[config.mk]
export PLATFORM = sky130hd
export DESIGN_NAME = positional_list_engine
export DESIGN_NICKNAME = d
export VERILOG_FILES = /design/src/sv/ple_pkg.sv /design/src/sv/ple_cell.sv /design/src/sv/positional_list_engine.sv
export SDC_FILE = /design/constraint.sdc
export NUM_CORES = 2
export LEC_CHECK = 0
export BUFFER_PORTS_ARGS = -buffer_cell sky130_fd_sc_hd__buf_2
export CAP_MARGIN = 5
export CORE_MARGIN = 1.5
export CORE_UTILIZATION = 30
export CTS_CLUSTER_SIZE = 24
export DETAILED_ROUTE_END_ITERATION = 12
export GPL_ROUTABILITY_DRIVEN = 0
export MAX_ROUTING_LAYER = met4
export PLACE_DENSITY_LB_ADDON = 0.15
export SKIP_LAST_GASP = 1
export SLEW_MARGIN = 20
export SYNTH_ARGS = -nofsm -noshare
export SYNTH_HDL_FRONTEND = slang
export SYNTH_SLANG_ARGS = --single-unit
[constraint.sdc]
create_clock -name clk -period 7.55 [get_ports clk]
set_input_delay 0.3775 -clock clk [delete_from_list [all_inputs] [get_ports clk]]
set_output_delay 0.3775 -clock clk [all_outputs]
set_load 0.03 [all_outputs]
[src/sv/ple_pkg.sv]
package ple_pkg;

  localparam int DEPTH_DEF = 32;
  localparam int POS_W     = 6;
  localparam int VAL_W     = 32;

  typedef enum logic [2:0] {
    OP_INSERT = 3'd0,
    OP_REMOVE = 3'd1,
    OP_MAX    = 3'd2,
    OP_DUMP   = 3'd3,
    OP_CLEAR  = 3'd4
  } opcode_t;

  typedef enum logic [1:0] {
    STS_OK     = 2'd0,
    STS_BADPOS = 2'd1,
    STS_FULL   = 2'd2,
    STS_EMPTY  = 2'd3
  } status_t;

  typedef enum logic [0:0] {
    ST_IDLE = 1'b0,
    ST_SCAN = 1'b1
  } state_t;

  typedef enum logic [1:0] {
    CM_HOLD   = 2'd0,
    CM_INSERT = 2'd1,
    CM_REMOVE = 2'd2,
    CM_ROTATE = 2'd3
  } cell_mode_t;

  typedef struct packed {
    logic [2:0]              opcode;
    logic [POS_W-1:0]        position;
    logic signed [VAL_W-1:0] value;
  } in_item_t;

  typedef struct packed {
    status_t                 status;
    logic [POS_W-1:0]        result_position;
    logic signed [VAL_W-1:0] result_value;
    logic [POS_W-1:0]        element_count;
    logic                    last;
  } out_item_t;

  // Broadcast to every cell of the chain.
  typedef struct packed {
    cell_mode_t              mode;
    logic [POS_W-1:0]        slot;
    logic signed [VAL_W-1:0] value;
  } cell_ctrl_t;

  function automatic out_item_t make_out(status_t sts, logic [POS_W-1:0] pos,
                                         logic signed [VAL_W-1:0] val,
                                         logic [POS_W-1:0] cnt, logic fin);
    out_item_t o;
    o.status          = sts;
    o.result_position = pos;
    o.result_value    = val;
    o.element_count   = cnt;
    o.last            = fin;
    return o;
  endfunction

endpackage

[src/sv/ple_cell.sv]
module ple_cell import ple_pkg::*; #(
  parameter int IDX = 0
) (
  input  logic                    clk,
  input  cell_ctrl_t              ctrl,
  input  logic signed [VAL_W-1:0] left_d,
  input  logic signed [VAL_W-1:0] right_d,
  output logic signed [VAL_W-1:0] data_q
);

  logic signed [VAL_W-1:0] data_r;
  logic signed [VAL_W-1:0] data_nxt;
  logic [POS_W-1:0]        my_idx;

  assign my_idx = POS_W'(IDX);
  assign data_q = data_r;

  // Insert opens a gap at the slot, remove closes it, rotate moves every
  // entry one cell toward the head with the head wrapping to the tail.
  always_comb begin
    data_nxt = data_r;
    case (ctrl.mode)
      CM_INSERT: begin
        if (my_idx == ctrl.slot) begin
          data_nxt = ctrl.value;
        end else if (my_idx > ctrl.slot) begin
          data_nxt = left_d;
        end
      end
      CM_REMOVE: begin
        if (my_idx >= ctrl.slot) begin
          data_nxt = right_d;
        end
      end
      CM_ROTATE: data_nxt = right_d;
      default:   data_nxt = data_r;
    endcase
  end

  always_ff @(posedge clk) begin
    data_r <= data_nxt;
  end

endmodule

[src/sv/positional_list_engine.sv]
// Positional list engine: an ordered list of up to DEPTH signed Q16.16
// values held in a chain of identical cells, one entry per cell, addressed
// by 1-based position. Insert, remove, clear and every error answer are
// decided in the cycle the item is accepted, with the single result item
// registered on the next edge. Find maximum and dump walk the chain: all
// cells rotate one place toward the head per cycle while the head cell is
// read, except that a dump's walk waits while the output side stalls one
// of its results, and a full turn of DEPTH places returns the list to its
// original order. A new item is taken when the walk is not running and the
// output register is empty or being emptied in the same cycle. Entries
// beyond the element count hold no meaningful data and are never reported.
// With DEPTH of 64 a full list reports an element count of zero in the
// six-bit field.
module positional_list_engine import ple_pkg::*; #(
  parameter int DEPTH = DEPTH_DEF
) (
  input  logic      clk,
  input  logic      rst_n,
  input  logic      in_valid,
  output logic      in_ready,
  input  in_item_t  in_item,
  output logic      out_valid,
  input  logic      out_ready,
  output out_item_t out_item
);

  localparam int IDX_W = (DEPTH > 1) ? $clog2(DEPTH) : 1;
  localparam int CNT_W = $clog2(DEPTH + 1);
  localparam int CMP_W = ((CNT_W > POS_W) ? CNT_W : POS_W) + 1;

  state_t                  state_r, state_nxt;
  logic [CNT_W-1:0]        count_r, count_nxt;
  logic [IDX_W-1:0]        k_r, k_nxt;
  logic                    is_dump_r, is_dump_nxt;
  logic signed [VAL_W-1:0] best_val_r, best_val_nxt;
  logic [IDX_W-1:0]        best_idx_r, best_idx_nxt;
  logic                    out_valid_r, out_valid_nxt;
  out_item_t               out_item_r, out_item_nxt;

  logic signed [VAL_W-1:0] cell_q [DEPTH];
  cell_ctrl_t              ctrl;

  logic                    accept;
  logic                    out_free;
  logic [POS_W-1:0]        pos_m1;
  logic [CMP_W-1:0]        pos_c;
  logic [CMP_W-1:0]        cnt_c;
  logic                    list_full;
  logic                    list_empty;
  logic                    scan_op;
  logic                    in_range;
  logic                    advance;
  logic                    scan_done;
  logic [CNT_W-1:0]        k_ext;

  // The output register may take a new item when it is empty or its
  // current item leaves at this edge.
  assign out_free  = !out_valid_r || out_ready;
  assign in_ready  = (state_r == ST_IDLE) && out_free;
  assign accept    = in_valid && in_ready;
  assign out_valid = out_valid_r;
  assign out_item  = out_item_r;

  assign pos_m1     = in_item.position - 1'b1;
  assign pos_c      = CMP_W'(in_item.position);
  assign cnt_c      = CMP_W'(count_r);
  assign list_full  = (cnt_c >= CMP_W'(DEPTH));
  assign list_empty = (count_r == '0);
  assign scan_op    = (in_item.opcode == OP_MAX) || (in_item.opcode == OP_DUMP);

  // During a walk the head cell holds the element at list index k_r.
  assign k_ext     = CNT_W'(k_r);
  assign in_range  = (k_ext < count_r);
  assign advance   = !(is_dump_r && in_range) || out_free;
  assign scan_done = advance && (k_r == IDX_W'(DEPTH - 1));

  // The chain of cells. Cell 0 is the head of the list; the tail cell's
  // right neighbor is the head, which closes the ring for rotation.
  for (genvar i = 0; i < DEPTH; i++) begin : g_cell
    logic signed [VAL_W-1:0] left_d;
    logic signed [VAL_W-1:0] right_d;
    if (i == 0) begin : g_head
      assign left_d = ctrl.value;
    end else begin : g_body
      assign left_d = cell_q[i-1];
    end
    if (i == DEPTH - 1) begin : g_tail
      assign right_d = cell_q[0];
    end else begin : g_inner
      assign right_d = cell_q[i+1];
    end
    ple_cell #(.IDX(i)) u_cell (
      .clk     (clk),
      .ctrl    (ctrl),
      .left_d  (left_d),
      .right_d (right_d),
      .data_q  (cell_q[i])
    );
  end

  // Next state.
  always_comb begin
    state_nxt = state_r;
    case (state_r)
      ST_IDLE: begin
        if (accept && scan_op && !list_empty) begin
          state_nxt = ST_SCAN;
        end
      end
      ST_SCAN: begin
        if (scan_done) begin
          state_nxt = ST_IDLE;
        end
      end
      default: state_nxt = ST_IDLE;
    endcase
  end

  // Datapath control and result formation.
  always_comb begin
    count_nxt     = count_r;
    k_nxt         = k_r;
    is_dump_nxt   = is_dump_r;
    best_val_nxt  = best_val_r;
    best_idx_nxt  = best_idx_r;
    out_valid_nxt = out_valid_r && !out_ready;
    out_item_nxt  = out_item_r;
    ctrl.mode     = CM_HOLD;
    ctrl.slot     = pos_m1;
    ctrl.value    = in_item.value;

    case (state_r)
      ST_IDLE: begin
        if (accept) begin
          case (in_item.opcode)
            OP_INSERT: begin
              out_valid_nxt = 1'b1;
              if (list_full) begin
                out_item_nxt = make_out(STS_FULL, '0, '0, POS_W'(count_r), 1'b1);
              end else if (in_item.position == '0 || pos_c > cnt_c + 1'b1) begin
                out_item_nxt = make_out(STS_BADPOS, '0, '0, POS_W'(count_r), 1'b1);
              end else begin
                ctrl.mode    = CM_INSERT;
                count_nxt    = count_r + 1'b1;
                out_item_nxt = make_out(STS_OK, in_item.position, in_item.value,
                                        POS_W'(count_nxt), 1'b1);
              end
            end
            OP_REMOVE: begin
              out_valid_nxt = 1'b1;
              if (list_empty) begin
                out_item_nxt = make_out(STS_EMPTY, '0, '0, POS_W'(count_r), 1'b1);
              end else if (in_item.position == '0 || pos_c > cnt_c) begin
                out_item_nxt = make_out(STS_BADPOS, '0, '0, POS_W'(count_r), 1'b1);
              end else begin
                ctrl.mode    = CM_REMOVE;
                count_nxt    = count_r - 1'b1;
                out_item_nxt = make_out(STS_OK, in_item.position,
                                        cell_q[pos_m1[IDX_W-1:0]],
                                        POS_W'(count_nxt), 1'b1);
              end
            end
            OP_MAX, OP_DUMP: begin
              if (list_empty) begin
                out_valid_nxt = 1'b1;
                out_item_nxt  = make_out(STS_EMPTY, '0, '0, POS_W'(count_r), 1'b1);
              end else begin
                k_nxt       = '0;
                is_dump_nxt = (in_item.opcode == OP_DUMP);
              end
            end
            OP_CLEAR: begin
              count_nxt     = '0;
              out_valid_nxt = 1'b1;
              out_item_nxt  = make_out(STS_OK, '0, '0, '0, 1'b1);
            end
            default: begin
              // Unused opcodes are consumed without a result.
            end
          endcase
        end
      end
      ST_SCAN: begin
        if (advance) begin
          ctrl.mode = CM_ROTATE;
          k_nxt     = k_r + 1'b1;
          if (in_range) begin
            if (is_dump_r) begin
              out_valid_nxt = 1'b1;
              out_item_nxt  = make_out(STS_OK, POS_W'(k_r) + 1'b1, cell_q[0],
                                       POS_W'(count_r), (k_ext == count_r - 1'b1));
            end else if (k_r == '0 || cell_q[0] >= best_val_r) begin
              // Equal values move the answer to the later position.
              best_val_nxt = cell_q[0];
              best_idx_nxt = k_r;
            end
          end
          if (scan_done && !is_dump_r) begin
            out_valid_nxt = 1'b1;
            out_item_nxt  = make_out(STS_OK, POS_W'(best_idx_nxt) + 1'b1,
                                     best_val_nxt, POS_W'(count_r), 1'b1);
          end
        end
      end
      default: begin
      end
    endcase
  end

  always_ff @(posedge clk) begin
    if (!rst_n) begin
      state_r     <= ST_IDLE;
      count_r     <= '0;
      out_valid_r <= 1'b0;
    end else begin
      state_r     <= state_nxt;
      count_r     <= count_nxt;
      out_valid_r <= out_valid_nxt;
    end
  end

  always_ff @(posedge clk) begin
    k_r        <= k_nxt;
    is_dump_r  <= is_dump_nxt;
    best_val_r <= best_val_nxt;
    best_idx_r <= best_idx_nxt;
    out_item_r <= out_item_nxt;
  end

endmodule

==> results.yml <==
die:
  initial_core_util_pct: 30.2
  die_area_um2: 237000
  coreArea_um2: 233000
  rows: 177
  io_pins: 94
  die_w_um: 487
  die_h_um: 487
clock_network:
  h-tree-depth: 4
  clock_path_buffers: 3
  cts-root-buf: "clkbuf_16"
  clk-insertion-delay-late_ns: 0.80
  cts_hold_buffers: 3
  clkSlewWorstSetupHoldPaths_ns: 0.06
  cts.sinks: 1122
  cts_inserted_buffers: 143
  cts_resized: 0
  cts_tree: "built"
  post_cts_buffers: 0
worst_setup_path:
  end_kind: "flip-flop"
  r2r-end: "g_cell[27].u_cell.data_q[7]$_DFFE_PP_"
  crit_path_start_kind: "flip-flop"
  worstPathMaxFanout: 26
  crit_required_ns: 8.00
  arrival_ns: 5.71
  cpMaxStageDelayCell: "nor2_4"
  slowest_delay_ns: 0.95
  reg2reg_slack_ns: 2.29
  reg2reg_depth: 13
  crit_chain: "inv_1 > nor3_1 > nand3_1 > xnor2_1 > ha_1 > nand4_1 > o22a_1 > o31ai_1 > buf_4 > nand4_1 > and3_4 > nor2_4 > buf_4"
  worstSetupPathType: "reg2reg"
  worst_r2r_startpoint: "count_r[2]$_SDFFE_PN0P_"
pwr:
  p_per_area_nw_per_um2: 191
  leakage_nw: 26.1
  peakVddDrop_mv: 0.214
yosys:
  syn_nets: 4780
  ys_ff_latch: 1122
  syn_inst: 4675
  syn_avg_cell_area_um2: 15.0
  yosys.area.top_type: "edfxtp_1"
  synth_area_leaders: "edfxtp_1 (48%), mux2_2 (32%), mux4_2 (10%), clkbuf_1 (1.3%), buf_2 (1.2%)"
  ys.flop_type: "edfxtp_1"
  synth_edf_count: 1114
  ys_seq_area_share_pct: 47.9
  synthDistinctLibCells: 70
  synthArstFlopShare_pct: 0
  synth.top_cell.area_share_pct: 47.7
  yosysWarnings: 0
  syn-cell-area_um2: 70200
sta:
  setup_viol: 0
  finalClockSkew_ns: 0.0366
  period_share_pct: 69.7
  finalHoldViolations: 0
  max_freq_ghz: 0.190
  worst_slack_ns: 2.29
  max_slew.worst_pin.slew_ns: 1.16
  max_slew_margin_pct: 22.4
  setup_tns_ns: 0
  min_period_ns: 5.26
  rsz0062_at_grt: "false"
  slew_viol_final: 0
placed_design:
  post-dp-hpwl_mm: 151
  portBuffers: 93
  pre_cts_slack_ns: 2.35
final_layout:
  area_growth_pct: 12.1
  drive_gt1_share_pct: 58.7
  regArea_um2: 33600
  fin_nets: 4692
  fillCellCount: 22500
  multiInputGateArea_um2: 35100
route:
  drc: 0
  vias: 42300
  drt_wl_total_mm: 227
  drt_iter0_drc: 3748
  wl_per_cell_um: 29.3
  vias_per_cell: 5.46
  firstDrtPassIters: 8
  ant_nets: 0
hold_path:
  min_to: "is_dump_r$_DFFE_PP_"
  hp-class: "in2reg"
  hold_start: "in_item[39]"
  hold_depth: 2
grt:
  grt_usage_pct: 19.4
  grt_first_pass_wirelength_mm: 329
  grt_overflow: 0
  grt_max_degree: 108
  antenna_found_initial: 20
  grt_pass1_vias: 41400
run_status:
  outcome: "completed"
flow_run:
  cap_violations: 0
placed cells by master (no fill, tap or decap), types with 21 or more instances in the layout:
cell and n:
clkbuf_16 148, nor2_1 31, nand2_1 170, nand3_1 21
mux2_2 1966, o21ai_0 36, ha_1 59, mux4_2 320
clkinv_1 36, buf_2 92, a221oi_1 32, edfxtp_1 1114
mux2_1 57, mux2i_1 37, buf_4 86, inv_1 50
nand2_2 23, a21oi_1 67, clkbuf_1 44
state kept, by name, summed over array words and instances, names as in the netlist:
| name | count |
|---|---|
| k_r | 5 |
| count_r | 6 |
| is_dump_r | 1 |
| best_val_r | 32 |
| out_item | 47 |
| best_idx_r | 5 |
| out_valid | 1 |
| g_cell.u_cell.data_q | 1024 |
| state_r | 1 |
report_power, final:
part / leakage, nW / switching (mW) / total [mW] / internal [mW]
Clock: 2.09 / 2.82 / 6.60 / 3.78
Combinational: 13.9 / 0.909 / 1.52 / 0.615
Sequential: 10.1 / 0.0463 / 6.94 / 6.89
cells in the mapped netlist (3+ instances only):
cell      number
xor2_1         3
a211oi_1       4
o21a_1         7
and2_1         7
xnor2_1       18
a221oi_1      32
a22oi_1        6
nor2_1        41
inv_1         51
nor4_1         5
nor3_1        15
mux2i_1       37
clkbuf_1     237
o31ai_1       10
mux2_2      1966
nand2_1      192
nand4b_1       4
buf_4          3
edfxtp_1    1114
o21bai_1       3
a21oi_1       87
buf_1         35
a21o_1         3
o22ai_1        8
nand4_1       12
o211ai_1       8
a31oi_1        8
dfxtp_1        8
o21ai_0       36
nand3b_1       4
mux2_1        57
nor2b_1        6
mux4_2       320
nand3_1       26
ha_1          60
and3_1        13
o21ai_1       19
buf_2        163
nor3_2         4
area by class of cell:
cell class | count | share of cell area [%]
inverters | 52 | 0.248
flip-flops and latches | 1122 | 42.7
repair buffers | 207 | 2.15
diodes | 11 | 0.0350
clock inverters | 60 | 0.567
well taps | 3043 | 4.84
clock buffers | 192 | 4.91
multi-input cells | 3061 | 44.5
worst max path at each step:
stage,startpoint,endpoint,slack [ns]
final,count_r[2]$_SDFFE_PN0P_,g_cell[27].u_cell.data_q[7]$_DFFE_PP_,2.29
after global placement,in_item[32],g_cell[4].u_cell.data_q[25]$_DFFE_PP_,2.23
after detailed placement,in_item[32],g_cell[21].u_cell.data_q[31]$_DFFE_PP_,2.35
after CTS,count_r[2]$_SDFFE_PN0P_,g_cell[27].u_cell.data_q[8]$_DFFE_PP_,2.47
after global routing,count_r[2]$_SDFFE_PN0P_,g_cell[27].u_cell.data_q[6]$_DFFE_PP_,2.21
after floorplan,count_r[2]$_SDFFE_PN0P_,g_cell[24].u_cell.data_q[0]$_DFFE_PP_,2.18
per-layer routing:
metal,vias to the layer above,routed length (µm),GRT usage (%)
met5,-,0,-
met4,0,3740,3.86
met3,222,11700,3.02
met2,1126,98600,27.7
met1,22500,113000,28.9
li1,18500,-,-
cells by family (layout without fill, tap and decap cells):
family,after synthesis,in the layout,synth area share [%]
xor gates and xnor gates,23,23,0.308
other,0,11,0
AOI/OAI and AO/OA,253,253,2.29
buffers and inverters,492,511,2.96
and+or+nand+nor,345,345,2.25
adders and majority gates,60,60,1.07
muxes,2380,2380,43.2
DFF,1122,1122,47.9
worst max-delay path: cells and delay by family, from the launching register on:
| kind | cells | cell delay (ns) |
|---|---|---|
| adder cells (fa/ha/maj) | 1 | 0.30 |
| flip-flops | 1 | 0.57 |
| AND/OR/NAND/NOR | 6 | 2.55 |
| AO/OA/AOI/OAI | 2 | 0.23 |
| XOR/XNOR | 1 | 0.22 |
| buffers and inverters | 3 | 0.93 |
per-stage QoR:
stage	cells	hold slack, ns	instance area, µm²	power (mW)	utilization, %
after CTS	7737	0.0286	78700	15.3	33.8
after global placement	7477	0.576	74200	8.58	31.9
after global routing	7745	0.0740	78700	15.6	33.8
final	7748	0.118	78700	15.1	33.8
after detailed placement	7482	0.562	74300	8.59	32.0
after floorplan	4675	0.536	70200	8.03	-
(Power assumes the default switching activity.)
